[config.mk]
export PLATFORM = sky130hd
export DESIGN_NAME = sorted_priority_queue
export DESIGN_NICKNAME = d
export VERILOG_FILES = /design/src/rtl/spq_pkg.sv /design/src/rtl/spq_cell.sv /design/src/rtl/sorted_priority_queue.sv
export SDC_FILE = /design/constraint.sdc
export NUM_CORES = 2
export LEC_CHECK = 0
export BUFFER_PORTS_ARGS = -buffer_cell sky130_fd_sc_hd__buf_2
export CAP_MARGIN = 20
export CORE_UTILIZATION = 40
export CTS_CLUSTER_DIAMETER = 150
export DETAILED_ROUTE_END_ITERATION = 10
export GPL_ROUTABILITY_DRIVEN = 0
export PLACE_DENSITY = 0.53
export SYNTH_ARGS = -nofsm -noshare
export SYNTH_HDL_FRONTEND = slang
export SYNTH_SLANG_ARGS = --single-unit
export TNS_END_PERCENT = 50
[constraint.sdc]
create_clock -name clk_i -period 16.5 [get_ports clk_i]
set_input_delay 1.65 -clock clk_i [delete_from_list [all_inputs] [get_ports clk_i]]
set_output_delay 1.65 -clock clk_i [all_outputs]
set_load 0.005 [all_outputs]
[src/rtl/spq_pkg.sv]
// ----------------------------------------------------------------------------
// spq_pkg
// Shared types and constants of the sorted priority queue: payload words,
// operation and error codes, and the control word broadcast to every cell.
// ----------------------------------------------------------------------------
package spq_pkg;

  // default number of cells
  localparam int unsigned SPQ_DEPTH = 16;

  localparam int unsigned ID_W   = 16;
  localparam int unsigned PRIO_W = 16;
  localparam int unsigned FILL_W = 5;

  typedef enum logic [1:0] {
    FN_INSERT = 2'd0,
    FN_POP    = 2'd1,
    FN_CHANGE = 2'd2,
    FN_CLEAR  = 2'd3
  } spq_func_e;

  typedef enum logic [1:0] {
    ERR_OK        = 2'd0,
    ERR_EMPTY     = 2'd1,
    ERR_FULL      = 2'd2,
    ERR_NOT_FOUND = 2'd3
  } spq_err_e;

  // per-cycle command seen by all cells
  typedef enum logic [2:0] {
    CELL_HOLD = 3'd0,
    CELL_INS  = 3'd1,
    CELL_POP  = 3'd2,
    CELL_DEL  = 3'd3,
    CELL_CLR  = 3'd4
  } cell_op_e;

  typedef struct packed {
    logic [ID_W-1:0]   id;
    logic [PRIO_W-1:0] prio;
  } entry_t;

  typedef struct packed {
    cell_op_e op;
    entry_t   ent;
  } cell_ctrl_t;

  typedef struct packed {
    spq_func_e         func;
    logic [ID_W-1:0]   patient_id;
    logic [PRIO_W-1:0] prio;
  } spq_in_t;

  typedef struct packed {
    logic [ID_W-1:0]   popped_id;
    logic [ID_W-1:0]   head_id;
    logic [PRIO_W-1:0] head_prio;
    logic              is_empty;
    logic [FILL_W-1:0] fill_count;
    spq_err_e          err_code;
  } spq_out_t;

endpackage

[src/rtl/spq_cell.sv]
// ----------------------------------------------------------------------------
// spq_cell
// One slot of the sorted chain. Holds an entry and a valid bit, compares
// against the broadcast word and takes its neighbor's entry on a shift.
// ----------------------------------------------------------------------------
module spq_cell (
  input  logic                clk_i,
  input  logic                rst_ni,
  input  spq_pkg::cell_ctrl_t ctrl_i,
  input  logic                left_keep_i,
  input  spq_pkg::entry_t     left_ent_i,
  input  logic                left_vld_i,
  input  spq_pkg::entry_t     right_ent_i,
  input  logic                right_vld_i,
  input  logic                del_i,
  output logic                keep_o,
  output logic                match_o,
  output spq_pkg::entry_t     ent_o,
  output logic                vld_o
);
  import spq_pkg::*;

  entry_t ent_q, ent_d;
  logic   vld_q, vld_d;

  // entry stays put on insert when its priority is not above the new one
  assign keep_o  = vld_q && (ent_q.prio <= ctrl_i.ent.prio);
  assign match_o = vld_q && (ent_q.id == ctrl_i.ent.id);

  always_comb begin
    ent_d = ent_q;
    vld_d = vld_q;
    case (ctrl_i.op)
      CELL_INS: begin
        if (!keep_o) begin
          if (left_keep_i) begin
            ent_d = ctrl_i.ent;
            vld_d = 1'b1;
          end else begin
            ent_d = left_ent_i;
            vld_d = left_vld_i;
          end
        end
      end
      CELL_POP: begin
        ent_d = right_ent_i;
        vld_d = right_vld_i;
      end
      CELL_DEL: begin
        if (del_i) begin
          ent_d = right_ent_i;
          vld_d = right_vld_i;
        end
      end
      CELL_CLR: vld_d = 1'b0;
      default: ;
    endcase
  end

  always_ff @(posedge clk_i or negedge rst_ni) begin
    if (!rst_ni) begin
      vld_q <= 1'b0;
    end else begin
      vld_q <= vld_d;
    end
  end

  always_ff @(posedge clk_i) begin
    ent_q <= ent_d;
  end

  assign ent_o = ent_q;
  assign vld_o = vld_q;

endmodule

[src/rtl/sorted_priority_queue.sv]
// ----------------------------------------------------------------------------
// sorted_priority_queue
// Bounded priority queue kept as a chain of sorted cells, smallest first.
// ----------------------------------------------------------------------------
// usage
//   in channel  : in_valid_i / in_ready_o carry one command word (func,
//                 patient_id, prio); out channel: out_valid_o / out_ready_i
//                 carry one result word per command
//   every cell compares against the command in parallel, so insert, pop,
//   clear and removal each update the whole cell chain together
//   sequence    : insert, pop, clear and failed commands go from idle to the
//                 response step, which loads the output register; a change
//                 of priority removes the entry first and re-inserts it in
//                 its own step before the response step
//   the command sequencer owns the chain and takes a new command only when idle
//   equal priorities leave in arrival order: a new entry goes behind all
//   entries of equal priority
//   reset       : all cells invalid, queue empty, no result pending
//   stall       : a result waits in the output register until taken; the
//                 sequencer holds the next result and accepts no new word
//                 until the previous one has been loaded
// ----------------------------------------------------------------------------
module sorted_priority_queue #(
  parameter int unsigned DEPTH = spq_pkg::SPQ_DEPTH
) (
  input  logic             clk_i,
  input  logic             rst_ni,
  input  logic             in_valid_i,
  output logic             in_ready_o,
  input  spq_pkg::spq_in_t in_data_i,
  output logic             out_valid_o,
  input  logic             out_ready_i,
  output spq_pkg::spq_out_t out_data_o
);
  import spq_pkg::*;

  localparam int unsigned CW = $clog2(DEPTH + 1);

  typedef enum logic [2:0] {
    ST_IDLE  = 3'b001,
    ST_REINS = 3'b010,
    ST_RESP  = 3'b100
  } state_e;

  state_e state_q, state_d;

  logic [CW-1:0] count_q, count_d;

  // pending result fields and the entry waiting for re-insert
  logic [ID_W-1:0] popped_q, popped_d;
  spq_err_e        err_q, err_d;
  entry_t          pend_q, pend_d;

  // output register
  logic     out_valid_q, out_valid_d;
  spq_out_t out_q, out_d;

  // cell chain wiring
  cell_ctrl_t       ctrl;
  entry_t           ent   [DEPTH];
  logic [DEPTH-1:0] vld;
  logic [DEPTH-1:0] keep;
  logic [DEPTH-1:0] match;
  logic [DEPTH-1:0] left_keep;
  logic [DEPTH-1:0] below;
  logic [DEPTH-1:0] del_vec;
  logic             found;

  logic accept;
  logic full, empty;

  assign accept     = in_valid_i && in_ready_o;
  assign in_ready_o = (state_q == ST_IDLE);
  assign full       = (count_q == CW'(DEPTH));
  assign empty      = (count_q == '0);

  // first cell always sees a keeping left neighbor
  assign left_keep = {keep[DEPTH-2:0], 1'b1};

  // cells at or behind the first match shift left on removal
  assign found   = |match;
  assign below   = (match - DEPTH'(1)) & ~match;
  assign del_vec = ~below;

  for (genvar i = 0; i < DEPTH; i++) begin : g_cell
    entry_t l_ent, r_ent;
    logic   l_vld, r_vld;

    if (i == 0) begin : g_first
      assign l_ent = '0;
      assign l_vld = 1'b0;
    end else begin : g_left
      assign l_ent = ent[i-1];
      assign l_vld = vld[i-1];
    end

    if (i == DEPTH - 1) begin : g_last
      assign r_ent = '0;
      assign r_vld = 1'b0;
    end else begin : g_right
      assign r_ent = ent[i+1];
      assign r_vld = vld[i+1];
    end

    spq_cell u_cell (
      .clk_i       (clk_i),
      .rst_ni      (rst_ni),
      .ctrl_i      (ctrl),
      .left_keep_i (left_keep[i]),
      .left_ent_i  (l_ent),
      .left_vld_i  (l_vld),
      .right_ent_i (r_ent),
      .right_vld_i (r_vld),
      .del_i       (del_vec[i]),
      .keep_o      (keep[i]),
      .match_o     (match[i]),
      .ent_o       (ent[i]),
      .vld_o       (vld[i])
    );
  end

  // command sequencer
  always_comb begin
    state_d     = state_q;
    count_d     = count_q;
    popped_d    = popped_q;
    err_d       = err_q;
    pend_d      = pend_q;
    out_valid_d = out_valid_q;
    out_d       = out_q;
    ctrl.op       = CELL_HOLD;
    ctrl.ent.id   = in_data_i.patient_id;
    ctrl.ent.prio = in_data_i.prio;

    if (out_valid_q && out_ready_i) begin
      out_valid_d = 1'b0;
    end

    case (state_q)
      ST_IDLE: begin
        if (accept) begin
          popped_d = '0;
          err_d    = ERR_OK;
          state_d  = ST_RESP;
          case (in_data_i.func)
            FN_INSERT: begin
              if (full) begin
                err_d = ERR_FULL;
              end else begin
                ctrl.op = CELL_INS;
                count_d = count_q + CW'(1);
              end
            end
            FN_POP: begin
              if (empty) begin
                err_d = ERR_EMPTY;
              end else begin
                ctrl.op  = CELL_POP;
                popped_d = ent[0].id;
                count_d  = count_q - CW'(1);
              end
            end
            FN_CHANGE: begin
              if (!found) begin
                err_d = ERR_NOT_FOUND;
              end else begin
                ctrl.op     = CELL_DEL;
                count_d     = count_q - CW'(1);
                pend_d.id   = in_data_i.patient_id;
                pend_d.prio = in_data_i.prio;
                state_d     = ST_REINS;
              end
            end
            FN_CLEAR: begin
              ctrl.op = CELL_CLR;
              count_d = '0;
            end
            default: ;
          endcase
        end
      end
      ST_REINS: begin
        ctrl.op  = CELL_INS;
        ctrl.ent = pend_q;
        count_d  = count_q + CW'(1);
        state_d  = ST_RESP;
      end
      ST_RESP: begin
        // load the result once the output register is free
        if (!out_valid_q || out_ready_i) begin
          out_valid_d        = 1'b1;
          out_d.popped_id    = popped_q;
          out_d.head_id      = empty ? '0 : ent[0].id;
          out_d.head_prio    = empty ? '0 : ent[0].prio;
          out_d.is_empty     = empty;
          out_d.fill_count   = FILL_W'(count_q);
          out_d.err_code     = err_q;
          state_d            = ST_IDLE;
        end
      end
      default: state_d = ST_IDLE;
    endcase
  end

  always_ff @(posedge clk_i or negedge rst_ni) begin
    if (!rst_ni) begin
      state_q     <= ST_IDLE;
      count_q     <= '0;
      out_valid_q <= 1'b0;
    end else begin
      state_q     <= state_d;
      count_q     <= count_d;
      out_valid_q <= out_valid_d;
    end
  end

  always_ff @(posedge clk_i) begin
    popped_q <= popped_d;
    err_q    <= err_d;
    pend_q   <= pend_d;
    out_q    <= out_d;
  end

  assign out_valid_o = out_valid_q;
  assign out_data_o  = out_q;

`ifndef SYNTHESIS
  // the count never runs past the chain length
  a_count_range: assert property (@(posedge clk_i) disable iff (!rst_ni)
    count_q <= CW'(DEPTH))
    else $error("entry count beyond depth");

  // valid cells always match the count
  a_count_cells: assert property (@(posedge clk_i) disable iff (!rst_ni)
    $countones(vld) == int'(count_q))
    else $error("valid cells disagree with count");

  // re-insert only directly after a removal
  a_reins_seq: assert property (@(posedge clk_i) disable iff (!rst_ni)
    (state_q == ST_REINS) |-> $past(state_q == ST_IDLE))
    else $error("re-insert without removal");

  // a new result appears only out of the response step
  a_out_from_resp: assert property (@(posedge clk_i) disable iff (!rst_ni)
    $rose(out_valid_q) |-> $past(state_q == ST_RESP))
    else $error("result loaded outside response step");
`endif

endmodule
==> qor.txt <==
Synth async-reset ratio: 3.89%
Finished Layout Cells: 5,869
CP Capture Type: flop
FP Rows: 120
Commonest non-fill, non-tap cell in the layout: nand2_1
Avg Inst Size Synth: 9.87 µm²
Max H-tree Level: 3
# DRC: 0
Clock power frac: 31.4%
Worst-margin pin slew: 1220 ps
Origin of the worst setup path: state_q[0]
CTS tree: done
Worst EP required: 16,870 ps
Hold Violations, Final: 0
Share of cells above drive strength 1: 9.56%
First-pass GRT wire length: 240,000 µm
Largest net degree at the start of global routing: 258
All-layer global routing usage: 28.8%
CTS Root Cell: clkbuf_16
Crit Reg-Reg Endpoint: g_cell[13].u_cell.ent_o[25]
Largest family of logic cells by synthesized area: compound AO/OA/AOI/OAI gates
Maximum VDD drop: 0.0000732 V
I/O Buffers: 95
Yosys Warn Count: 0
Pint: 3.47 mW
Power per cell area: 109 nW/µm²
Kind of critical path: flop to flop
Pre-antenna DRT Iters: 7
Combinational share of power: 26.0%
Starting DRT DRC Count: 4,737
Commonest non-fill, non-tap cells in the layout: nand2_1, edfxtp_1, o21ai_0, mux2i_1, ha_1
CP endpoint: g_cell[13].u_cell.ent_o[25]
Resize count post-CTS: 0
Final period util: 52.3%
Die W: 332 µm
Clk sinks: 643
Mux contribution to synthesized area: 9.29%
Syn Inst Count: 4,420
WP data arrival: 8990 ps
CTS Buf Count: 77
Remaining global-route overflow: 0
Switching Share: 33.8%
Routed vias: 36,300
RSZ-0062 raised after global routing: no
Per-cell routed wire length: 27.8 µm
Die Y: 332 µm
Tmin final: 8630 ps
DP HPWL: 114,000 µm
Vias in the first global route: 35,300
Critical path peak fanout: 114
Max clock buf depth: 3
DIE AREA: 110,000 µm²
Fmax: 116 MHz
Number of max-cap violations: 0
Final ANT Viol Nets: 0
Status: finished, final reports clean
Final setup vio count: 0
Initial antenna violation count: 2
Max Clock Skew: 23.1 ps
P_leak: 17.9 nW
Synth Flop Type: edfxtp_1
Reg area: 19,200 µm²
Post-synthesis cell type count: 91
RR Startpoint: state_q[0]
I/O pin count: 96
Fillers: 10,400
Startpoint Class: flop
Area of the multi-input gates: 23,000 µm²
Fin. max-slew vios: 0
Syn Nets: 4,721
Seq cells post-synth: 643
P_sw: 1.78 mW
Worst R2R Setup Slack: 7870 ps
Core area: 108,000 µm²
Clock latency on the worst-skew pair: 660 ps
Final setup TNS: 0 ps
Register share of total power: 42.6%
EDFF count, synth: 618
Setup bufs post-CTS: 0
Synth Area in Simple Gates: 13.7%
Starting Density: 40.5%
Nets: 4,708
FF-to-FF path depth: 15
Routed WL: 163,000 µm
Register area share after synthesis: 44.0%
Drt via density: 6.19
Synth-to-Final Area Change: 10.6%
Cts hold-fix bufs: 0
Slew HR: 18.8%
Worst Hold Class: flop to flop
Synth Area in Adders: 7.54%
Clk slew on worst S/H paths: 60 ps
DP Cell Count: 5,723
Complex-gate fraction of the synthesized area: 16.6%
Synthesized area: 43,600 µm²
XOR/XNOR Fraction of Synth Area: 4.82%
## state kept, by name (all words and copies together), names as in the netlist
register / count
g_cell.u_cell.ent_o: 512
out_data_o: 56
pend_q: 32
g_cell.u_cell.vld_o: 16
popped_q: 16
count_q: 5
state_q: 3
err_q: 2
out_valid_o: 1
## power by group through the flow
stage	clock (mW)	combinational, mW	sequential, mW
floorplan	0	0.969	2.14
global placement	0	1.30	2.26
detailed placement	0	1.33	2.26
CTS	1.67	1.33	2.23
global route	1.72	1.49	2.24
finish	1.65	1.36	2.24
## cell families (layout without fill, tap and decap cells)
family	after synthesis	count (layout)
adders and majority gates	263	263
other	0	1
DFF	643	643
buffers and inverters	418	463
muxes	393	393
and+or+nand+nor	1289	1289
xor gates and xnor gates	240	240
AOI/OAI and AO/OA	1174	1174
## per-layer routing
metal  global-route usage (%)  part of all wire (%)  vias up  wire length (µm)
met5                        0                0.0043        -                 7
met4                     12.2                   4.9        2              7970
met3                     6.11                   9.6      469             15600
met2                     44.3                    44     1904             71400
met1                     39.0                    42    17600             68400
li1                         -                     -    16400                 -
## cell type report
class                      count  area share [%]
antenna                        1         0.00519
clock buffer                 103            4.30
clock inverter                34           0.519
inverter                     119           0.926
multi-input combinational   3359            47.7
sequential                   643            39.8
tap                         1403            3.64
timing repair buffer         207            3.12
## stage by stage
stage               worst slack, ps  instance area, µm²  total power [mW]  util (%)  hold slack [ps]
global route                   7500               48300              5.45      44.8              421
finish                         7870               48300              5.25      44.8              410
detailed placement             7930               45700              3.59      42.5              405
global placement               8000               45700              3.56      42.4              401
CTS                            8170               48000              5.23      44.6              414
floorplan                      9230               43600              3.11         -              400
## cells in the mapped netlist, types with 40 or more instances
library cell | number | share of area (%)
a211oi_1 | 51 | 0.88
nand3_1 | 70 | 0.80
buf_2 | 82 | 0.94
o22ai_1 | 40 | 0.57
xnor2_1 | 136 | 2.7
a21oi_1 | 124 | 1.4
nand4_1 | 81 | 1.2
nor3_1 | 45 | 0.52
nand2_1 | 662 | 5.7
nor4_1 | 44 | 0.63
nor2b_1 | 74 | 1.1
clkbuf_1 | 187 | 1.6
ha_1 | 263 | 7.5
mux2i_1 | 345 | 7.9
edfxtp_1 | 618 | 43
a21o_1 | 59 | 1.0
inv_1 | 117 | 1.0
o21ai_0 | 613 | 7.0
nor2_1 | 154 | 1.3
xor2_1 | 104 | 2.1
and2_1 | 46 | 0.66
## critical path: stages (launching register included)
cell	delay (ps)
dfstp_2	610
or3b_4	140
buf_4	590
buf_4	650
mux2i_4	660
xnor2_1	270
o211ai_1	150
or4_4	560
o311ai_4	440
o41ai_4	210
a31oi_4	200
buf_4	690
buf_4	920
buf_4	900
buf_4	860
o21ai_0	230
## worst min path at each step
stage | slack, ps | cells after the start | end | start
after global placement | 400 | 0 | out_data_o[40] | popped_q[0]
after CTS | 410 | 0 | out_data_o[53] | popped_q[13]
after detailed placement | 400 | 0 | out_data_o[45] | popped_q[5]
after floorplan | 400 | 0 | out_data_o[0] | err_q[0]
final | 410 | 0 | out_data_o[53] | popped_q[13]
after global routing | 420 | 0 | out_data_o[41] | popped_q[1]
(Power assumes the default switching activity.)
